### config.mk
export PLATFORM = sky130hd
export DESIGN_NAME = bom_cell
export DESIGN_NICKNAME = d
export VERILOG_FILES = /design/src/rtl/box_overlap_merge_suppress_defines.svh /design/src/rtl/bom_pkg.sv /design/src/rtl/bom_cell.sv
export SDC_FILE = /design/constraint.sdc
export NUM_CORES = 1
export LEC_CHECK = 0
export ABC_AREA = 1
export BUFFER_PORTS_ARGS = -buffer_cell sky130_fd_sc_hd__buf_2
export CAP_MARGIN = 20
export CORE_MARGIN = 2
export CORE_UTILIZATION = 35
export CTS_CLUSTER_DIAMETER = 50
export DETAILED_ROUTE_END_ITERATION = 7
export GPL_TIMING_DRIVEN = 1
export PLACE_DENSITY = 0.69
export SYNTH_ARGS = -nofsm -noshare
export SYNTH_HDL_FRONTEND = slang
export SYNTH_SLANG_ARGS = --single-unit
### constraint.sdc
create_clock -name clk -period 0.8 [get_ports clk]
set_input_delay 0.04 -clock clk [delete_from_list [all_inputs] [get_ports clk]]
set_output_delay 0.04 -clock clk [all_outputs]
set_load 0.005 [all_outputs]
### src/rtl/box_overlap_merge_suppress_defines.svh
`ifndef BOX_OVERLAP_MERGE_SUPPRESS_DEFINES_SVH
`define BOX_OVERLAP_MERGE_SUPPRESS_DEFINES_SVH

// Implication in the same cycle, sampled on clk, off during reset.
`define BOM_ASSERT_SAME(lbl, ante, cons, msg) \
    lbl: assert property (@(posedge clk) disable iff (!rst_n) (ante) |-> (cons)) \
        else $error(msg);

// Implication in the next cycle.
`define BOM_ASSERT_NEXT(lbl, ante, cons, msg) \
    lbl: assert property (@(posedge clk) disable iff (!rst_n) (ante) |=> (cons)) \
        else $error(msg);

`endif

### src/rtl/bom_pkg.sv
`timescale 1ns / 1ps
`default_nettype none

package bom_pkg;

    localparam int MAX_BOXES_DEF  = 64;
    localparam int COORD_BITS_DEF = 12;
    localparam int EDGE_BITS      = 13;
    localparam int INDEX_BITS     = 6;
    localparam int THR_BITS       = 8;

    localparam logic [THR_BITS-1:0] THR_NUM_RESET = 8'd3;
    localparam logic [THR_BITS-1:0] THR_DEN_RESET = 8'd10;

    localparam logic REG_THR_NUM = 1'b0;
    localparam logic REG_THR_DEN = 1'b1;

    typedef struct packed {
        logic shift;
        logic flush;
        logic drop;
    } cell_ctl_t;

endpackage

`default_nettype wire

### src/rtl/bom_cell.sv
`timescale 1ns / 1ps
`default_nettype none

module bom_cell
    import bom_pkg::*;
#(
    parameter int EW = COORD_BITS_DEF + 1,
    parameter int IW = $clog2(MAX_BOXES_DEF)
)
(
    input  wire logic          clk,
    input  wire logic          rst_n,
    input  wire cell_ctl_t     ctl,
    input  wire logic [4*EW-1:0] nxt_box,
    input  wire logic          nxt_keep,
    input  wire logic          nxt_valid,
    input  wire logic [IW-1:0] nxt_idx,
    output logic [4*EW-1:0]    box,
    output logic               keep,
    output logic               valid,
    output logic [IW-1:0]      idx
);

    logic [4*EW-1:0] box_reg;
    logic [IW-1:0]   idx_reg;
    logic            keep_reg;
    logic            valid_reg;

    // Payload: take neighbor on shift.
    always_ff @(posedge clk)
    begin
        if (ctl.shift)
        begin
            box_reg <= nxt_box;
            idx_reg <= nxt_idx;
        end
    end

    always_ff @(posedge clk or negedge rst_n)
    begin
        if (!rst_n)
        begin
            keep_reg  <= 1'b1;
            valid_reg <= 1'b0;
        end
        else if (ctl.flush)
        begin
            keep_reg  <= 1'b1;
            valid_reg <= 1'b0;
        end
        else if (ctl.shift)
        begin
            keep_reg  <= nxt_keep & ~ctl.drop;
            valid_reg <= nxt_valid;
        end
        else if (ctl.drop)
        begin
            keep_reg <= 1'b0;
        end
    end

    assign box   = box_reg;
    assign keep  = keep_reg;
    assign valid = valid_reg;
    assign idx   = idx_reg;

endmodule

`default_nettype wire

==> flow_summary.toml <==
[clocking]
cts-root-buf = "clkbuf_8"
clk_path_buf_depth = 2
cts_tree = "done"
clock_sinks = 60
clk_latency_ns = 0.32
clkTransAtPathRegs_ns = 0.07
cts_buffers = 9
post_cts.repair.setup_buffers = 0
htreeDepth = 3

[routing]
drt-total-wl_mm = 5.11
drt_pass1_iterations = 4
wire_per_inst_um = 14.8
vias = 1428
avgViaCountPerCell = 4.14
ant_nets = 0
drt_iter0_drc = 48
drcViolationCount = 0

[setup_path]
crit_end = "keep"
path_buf_inv = 1
end_kind = "output port"
cp_max_fo = 2
rr_startpoint = "keep"
crit_chain = "buf_2"
crit_path_start = "keep"
reg2reg_to = "keep"
crit_family = "flip-flops"
cp.required_ns = 0.76
cpPeakStageDelay_ns = 0.54
crit_type = "reg -> out"
rrSetupSlack_ns = 0.02
cp.arrival_ns = 0.97
worst_setup_path_start_kind = "register"
crit_cells = 1
cpMaxStageDelayCell = "dfstp_2"
r2r_cells = 2

[timing]
fin_crit_sh = 1.27
fmax_mhz = 988
tightest_slew_ns = 0.157
setup_tns_ns = -3.68
finalHoldViolCount = 0
fin_ws_ns = -0.213
fin_worst_skew_ns = 0
fin_crit_ns = 1.01
finalSetupViolCount = 60
rsz0062_at_grt = "yes"
maxSlewViolCount = 0
relSlewSlack = 0.896
fin_hold_ws_ns = 0.0595

[min_path]
hp-class = "in -> async"

[pwr]
irDropWorstVdd_v = 0.00183
cellPowerDensity_mw_per_mm2 = 2160
p_leak_nw = 1.50

[global_routing]
overflow = 0
grt_max_degree = 31
antenna_found_initial = 0
grt_use_total = 0.184
grt_pass1_vias = 1564
grt_pass1_wl_mm = 7.94

[floorplanning]
die_h_um = 76.3
rows = 26
ios = 125
die-area_mm2 = 0.00583
initial_core_util = 0.361
core_area_mm2 = 0.00507
die_w_um = 76.3

[final_layout]
fin_nets = 335
largest_reg_flops = 52
layout-drive-gt1-share = 0.520
n_antenna_cell = 0
final_common_cell = "buf_2"
final_cell_mix = "buf_2 (124), dlygate4sd3_1 (63), edfxtp_1 (58)"
area_delta_synth_final_pct = 87.2

[yosys]
synth_mux_area_frac = 0
syn_nets = 134
synth_seq_cells = 60
yosys.area_share.simple = 0.0123
syn-mean-instance-area_um2 = 26.5
synthAdderAreaFrac = 0
yosysWarnings = 0
synth_xor_xnor_area_share = 0
synth_top_family_by_area = "simple AND/OR/NAND/NOR gates"
yosys.cell_types.count = 7
synth_compound_area_frac = 0.00273
syn_area_mm2 = 0.00183
syn_inst = 69
ys_seq_area_frac = 0.979

[run_status]
violations = "negative setup slack"
status = "finished, violations left"

[job]
drv_cap = 0

[place]
portBuffers = 124
dpl.hpwl_mm = 2.78
routabilityCongestion = 0.712
place_ws_ns = 0.0657
## metrics by stage
| stage | power [mW] | area [µm²] | std cells | util |
|---|---|---|---|---|
| final | 7.40 | 3430 | 345 | 0.676 |
| after global routing | 7.70 | 3430 | 345 | 0.676 |
| after CTS | 7.42 | 3420 | 345 | 0.675 |
| after detailed placement | 4.37 | 2590 | 266 | 0.510 |
| after global placement | 4.36 | 2590 | 266 | 0.510 |
| after floorplan | 3.90 | 1830 | 69 | - |
## report_power, final
part / leakage, nW / internal, mW / switching [mW] / total (mW)
clock network: 0.107 / 1.73 / 1.10 / 2.82
registers: 0.591 / 3.72 / 0.0677 / 3.79
logic: 0.804 / 0.488 / 0.294 / 0.782
## cell type report
cell class / count / area, µm²
inverters: 3 / 11.3
well taps: 70 / 87.6
clock buffers: 10 / 128
multi-input cells: 6 / 32.5
clock inverters: 6 / 78.8
fillers: 344 / 1650
repair buffers: 190 / 1300
flip-flops and latches: 60 / 1790
## worst min path at each step
| stage | start | end | slack [ns] | cells past startpoint |
|---|---|---|---|---|
| final | rst_n | valid | 0.06 | 2 |
| after global routing | rst_n | valid | 0.06 | 2 |
| after CTS | rst_n | valid | 0.02 | 2 |
| after detailed placement | rst_n | valid | -0.16 | 1 |
| after global placement | rst_n | valid | -0.16 | 1 |
| after floorplan | rst_n | valid | -0.26 | 0 |
## what timing repair did
action | 4_1_cts | 5_1_grt
hold buffers | 63 | 0
gates resized for setup | 0 | 1
hold endpoints to repair | 62 | 0
setup endpoints to repair | 60 | 61
## per-layer routing
| metal | GRT usage | part of all wire | vias to the layer above |
|---|---|---|---|
| met5 | 0 | 0 | - |
| met4 | 0.0436 | 0.0049 | 0 |
| met1 | 0.204 | 0.37 | 661 |
| met2 | 0.306 | 0.50 | 90 |
| met3 | 0.108 | 0.12 | 4 |
| li1 | - | - | 673 |
## kinds of logic (layout without fill, tap and decap cells)
family,after synthesis,in the layout
flip-flops,60,60
AND/OR/NAND/NOR,5,5
buffers and inverters,3,209
AO/OA/AOI/OAI,1,1
## Yosys cell counts
master | n | area (µm²)
edfxtp_1 | 58 | 1740
o21ai_1 | 1 | 5.00
dfrtp_1 | 1 | 25.0
dfstp_2 | 1 | 26.3
inv_1 | 3 | 11.3
nand3_1 | 3 | 15.0
nor2_1 | 2 | 7.51
Note: power is estimated with default switching activity, not from simulation.
