==> config.mk <==
export PLATFORM = sky130hd
export DESIGN_NAME = bom_cmp
export DESIGN_NICKNAME = d
export VERILOG_FILES = /design/src/rtl/box_overlap_merge_suppress_defines.svh /design/src/rtl/bom_pkg.sv /design/src/rtl/bom_cmp.sv
export SDC_FILE = /design/constraint.sdc
export NUM_CORES = 2
export LEC_CHECK = 0
export BUFFER_PORTS_ARGS = -buffer_cell sky130_fd_sc_hd__buf_2
export CORE_MARGIN = 5
export CORE_UTILIZATION = 35
export CTS_BUF_LIST = sky130_fd_sc_hd__clkbuf_4
export CTS_CLUSTER_DIAMETER = 100
export DETAILED_ROUTE_END_ITERATION = 10
export PLACE_DENSITY_LB_ADDON = 0.05
export SETUP_SLACK_MARGIN = 0.05
export SLEW_MARGIN = 25
export SYNTH_ARGS = -nofsm -noshare
export SYNTH_HDL_FRONTEND = slang
export SYNTH_SLANG_ARGS = --single-unit
==> constraint.sdc <==
create_clock -name clk -period 9.7 [get_ports clk]
set_input_delay 0.485 -clock clk [delete_from_list [all_inputs] [get_ports clk]]
set_output_delay 0.485 -clock clk [all_outputs]
set_load 0.03 [all_outputs]
==> src/rtl/box_overlap_merge_suppress_defines.svh <==
`ifndef BOX_OVERLAP_MERGE_SUPPRESS_DEFINES_SVH
`define BOX_OVERLAP_MERGE_SUPPRESS_DEFINES_SVH

// Implication in the same cycle, sampled on clk, off during reset.
`define BOM_ASSERT_SAME(lbl, ante, cons, msg) \
    lbl: assert property (@(posedge clk) disable iff (!rst_n) (ante) |-> (cons)) \
        else $error(msg);

// Implication in the next cycle.
`define BOM_ASSERT_NEXT(lbl, ante, cons, msg) \
    lbl: assert property (@(posedge clk) disable iff (!rst_n) (ante) |=> (cons)) \
        else $error(msg);

`endif

==> src/rtl/bom_pkg.sv <==
`timescale 1ns / 1ps
`default_nettype none

package bom_pkg;

    localparam int MAX_BOXES_DEF  = 64;
    localparam int COORD_BITS_DEF = 12;
    localparam int EDGE_BITS      = 13;
    localparam int INDEX_BITS     = 6;
    localparam int THR_BITS       = 8;

    localparam logic [THR_BITS-1:0] THR_NUM_RESET = 8'd3;
    localparam logic [THR_BITS-1:0] THR_DEN_RESET = 8'd10;

    localparam logic REG_THR_NUM = 1'b0;
    localparam logic REG_THR_DEN = 1'b1;

    typedef struct packed {
        logic shift;
        logic flush;
        logic drop;
    } cell_ctl_t;

endpackage

`default_nettype wire

==> src/rtl/bom_cmp.sv <==
`timescale 1ns / 1ps
`default_nettype none

module bom_cmp
    import bom_pkg::*;
#(
    parameter int EW = COORD_BITS_DEF + 1
)
(
    input  wire logic                clk,
    input  wire logic                rst_n,
    input  wire logic                go,
    input  wire logic [4*EW-1:0]     run_box,
    input  wire logic [4*EW-1:0]     cand_box,
    input  wire logic [THR_BITS-1:0] thr_num,
    input  wire logic [THR_BITS-1:0] thr_den,
    output logic                     done,
    output logic                     merge
);

    localparam int AW = 2 * EW;
    localparam int UW = AW + 1;
    localparam int PW = UW + THR_BITS;

    // Box packing: {bottom, right, top, left}.
    logic [EW-1:0] rl, rt, rr, rb, cl, ct, cr, cb;
    logic [EW-1:0] x1, y1, x2, y2;

    logic [4:0]    vld_reg;
    logic [EW-1:0] iw_reg, ih_reg, rw_reg, rh_reg, cw_reg, ch_reg;
    logic [AW-1:0] inter_reg, ar_reg, ac_reg, inter3_reg;
    logic [UW-1:0] uni_reg;
    logic [PW-1:0] lhs_reg, rhs_reg;
    logic          merge_reg;

    assign {rb, rr, rt, rl} = run_box;
    assign {cb, cr, ct, cl} = cand_box;

    assign x1 = (rl > cl) ? rl : cl;
    assign y1 = (rt > ct) ? rt : ct;
    assign x2 = (rr < cr) ? rr : cr;
    assign y2 = (rb < cb) ? rb : cb;

    always_ff @(posedge clk or negedge rst_n)
    begin
        if (!rst_n)
        begin
            vld_reg <= '0;
        end
        else
        begin
            vld_reg <= {vld_reg[3:0], go};
        end
    end

    always_ff @(posedge clk)
    begin
        // widths and overlap extents
        iw_reg <= (x2 > x1) ? (x2 - x1) : '0;
        ih_reg <= (y2 > y1) ? (y2 - y1) : '0;
        rw_reg <= rr - rl;
        rh_reg <= rb - rt;
        cw_reg <= cr - cl;
        ch_reg <= cb - ct;
        // areas
        inter_reg <= AW'(iw_reg) * AW'(ih_reg);
        ar_reg    <= AW'(rw_reg) * AW'(rh_reg);
        ac_reg    <= AW'(cw_reg) * AW'(ch_reg);
        // union
        inter3_reg <= inter_reg;
        uni_reg    <= UW'(ar_reg) + UW'(ac_reg) - UW'(inter_reg);
        // scale by the threshold ratio
        lhs_reg <= PW'(inter3_reg) * PW'(thr_den);
        rhs_reg <= PW'(uni_reg) * PW'(thr_num);
        merge_reg <= lhs_reg > rhs_reg;
    end

    assign done  = vld_reg[4];
    assign merge = merge_reg;

endmodule

`default_nettype wire

==> results.ini <==
[cts]
root_buffer = clkbuf_4
cts-buffers-inserted = 83
cts.htree.levels = 3
post_cts_buffers = 0
clk_path_buf_depth = 3
clkSinkCount = 284
cts_tree = built
clkTransAtPathRegs_ps = 60
cts_resized = 0
insertion_delay_ps = 950

[global_route]
met3_usage = 0.02131
grt_usage = 0.1917
grt-busiest-layer = met2
grt-ovfl-total = 0
met2_usage = 0.3283
grt_antenna_before_repair = 4
grt_pass1_wl_mm = 199.6
grt_start_max_net_pins = 28
use_met1 = 0.2560
grt_pass1_vias = 35030

[final_layout]
layout_commonest_cell = inv_1
n_fill_cell = 13090
fin_nets = 6406
utilization = 0.3804
mostFrequentLayoutCells = inv_1, fa_1, and2_1
drive_above_1_share = 0.05817
syn_to_final_growth_pct = 8.370
largest_reg_flops = 35

[timing]
finalCritPeriodShare = 0.5906
fin_tns_setup_ps = 0
final_max_slew_viol_count = 0
hold_violations = 0
fmax_mhz = 174.6
min_period_ps = 5729
rsz0062_at_grt = false
slew-limit-headroom = 0.4928
setup_violations = 0
clock_skew_ps = 84.00
tightest_slew_ps = 760.7

[synth]
synth_cells = 4965
syn_avg_cell_area_um2 = 8.843
yosysSeqAreaShare = 0.1301
synth_cell_types = 79
synth_ff_type = dfxtp_1
yosysWarnings = 0
syn-num-nets = 6284
synth_edf_count = 0
async_reset_ff_frac = 0.01761
synth-seq-cells = 284
synth_area_um2 = 43910

[detailed_routing]
vias = 32000
first_pass_iters = 5
wirelength_mm = 123.4
route.detailed.drc = 0
wl_per_cell_um = 18.15
avgViaCountPerCell = 4.709
detail-route-antenna-nets = 0
dr.first_iter.drc_count = 1133

[setup_path]
cp-startpoint = cw_reg[2]
cp-end-kind = register
critPathMaxStageDelay_ps = 800
cp_top_family = adder cells
critPathKind = reg -> reg
crit_path_frequent_cell = fa_1
r2r-start = cw_reg[2]
worstPathArrival_ps = 6460
crit_required_ps = 10430
crit_fanout = 13
worstSetupStartpointType = register
slowest_stage = dfxtp_1
critical_path_buf_inv_count = 3
path_cells = nand2_1, fa_1, fa_1, inv_1, fa_1, fa_1, inv_1, fa_1, inv_1, ha_1, and4_1, a21oi_1, o31a_1, o31ai_1, mux2i_1, o211ai_1

[floorplan]
ios = 125
design.die.area_um2 = 132600
core-area_um2 = 125100
dieHeight_um = 364.2
fp.dieW_um = 364.2
fp-row-count = 130
start_util = 0.3510

[worst_hold_path]
hp-start = cand_box[41]
hold_class = in -> reg

[place]
dp_hpwl_mm = 103.3
io_buffers = 124
place.gp.congestion = 0.8700

[run_status]
status = finished, final reports clean

[run]
cap_violations = 0

[final timing paths]
path | cells past startpoint | slack [ps] | to
worst max-delay path | 16 | 3970 | ac_reg[23]
worst min-delay path | 3 | 140 | ch_reg[2]
worst max register to register | 16 | 3970 | ac_reg[23]
worst min register to register | 0 | 340 | vld_reg[2]
max in group asynchronous | 3 | 9030 | vld_reg[4]
min in group asynchronous | 3 | 480 | vld_reg[0]
[metrics by stage]
stage | worst slack [ps] | cells | cell area, µm² | hold slack (ps)
floorplan | 4597 | 4965 | 43910 | 189.4
finish | 3971 | 6795 | 47580 | 141.6
CTS | 3959 | 6790 | 47570 | 0.2216
global placement | 3970 | 6601 | 46080 | 302.1
detailed placement | 3976 | 6601 | 46080 | 304.2
global route | 3632 | 6792 | 47570 | 53.87
[cells by family (layout without fill, tap and decap cells)]
| logic type | after synthesis | count (layout) | share of synthesized area |
|---|---|---|---|
| muxes | 60 | 60 | 0.01436 |
| other | 0 | 5 | 0 |
| adders and majority gates | 1196 | 1196 | 0.4586 |
| DFF | 284 | 284 | 0.1301 |
| buffers and inverters | 1201 | 1376 | 0.1030 |
| and+or+nand+nor | 1408 | 1408 | 0.1638 |
| xor gates and xnor gates | 190 | 190 | 0.03790 |
| AOI/OAI and AO/OA | 626 | 626 | 0.09225 |
[tightest hold or removal path: cells and delay by family]
| family | cells | cell delay (ps) |
|---|---|---|
| xor+xnor | 1 | 150 |
| fa+ha+maj | 1 | 180 |
| buf+inv | 1 | 130 |
[synthesized netlist by cell type (9+ instances only)]
master    instances  area share
inv_1          1058       0.090
fa_1            689        0.31
and2_1          524       0.075
nand2_1         509       0.044
ha_1            507        0.14
dfxtp_1         279        0.13
a21oi_1         192       0.022
clkbuf_1        130       0.011
nor2_1          128       0.011
xnor2_1         126       0.025
o21ai_0         110       0.013
a21o_1          107       0.018
xor2_1           64       0.013
nor2b_1          50      0.0071
nand3_1          40      0.0046
nor3_1           39      0.0044
mux2i_1          36      0.0082
o21a_1           36      0.0062
nand4_1          30      0.0043
nand2b_1         29      0.0041
mux2_2           24      0.0062
a31oi_1          23      0.0033
a211oi_1         21      0.0036
o211ai_1         17      0.0029
o21bai_1         13      0.0022
and4_1           12      0.0024
o21ai_1          11      0.0013
a21boi_0         10      0.0017
buf_2            10      0.0011
and3_1            9      0.0013
or3_1             9      0.0013
[cell type report]
cell class / instances / area (µm²) / area share
clock buffers: 113 / 848.3 / 0.01783
well taps: 1650 / 2064 / 0.04339
multi-input cells: 3480 / 33670 / 0.7077
flip-flops and latches: 284 / 5710 / 0.1200
diodes: 5 / 12.51 / 0.0002630
repair buffers: 180 / 1169 / 0.02456
inverters: 1058 / 3971 / 0.08346
clock inverters: 25 / 132.6 / 0.002787
[metal layers]
| layer | wire length, µm | vias up |
|---|---|---|
| met2 | 58800 | 449 |
| met5 | 13 | - |
| li1 | - | 15710 |
| met1 | 57460 | 15730 |
| met4 | 3566 | 2 |
| met3 | 3513 | 104 |
[what timing repair did]
item	in CTS	in global routing
endpoints found under the setup margin	0	0
endpoints found under the hold margin	38	0
hold buffers	51	0
Power is not shown: default switching activity piles up to over one toggle a cycle in this logic, so the estimate is an artifact.
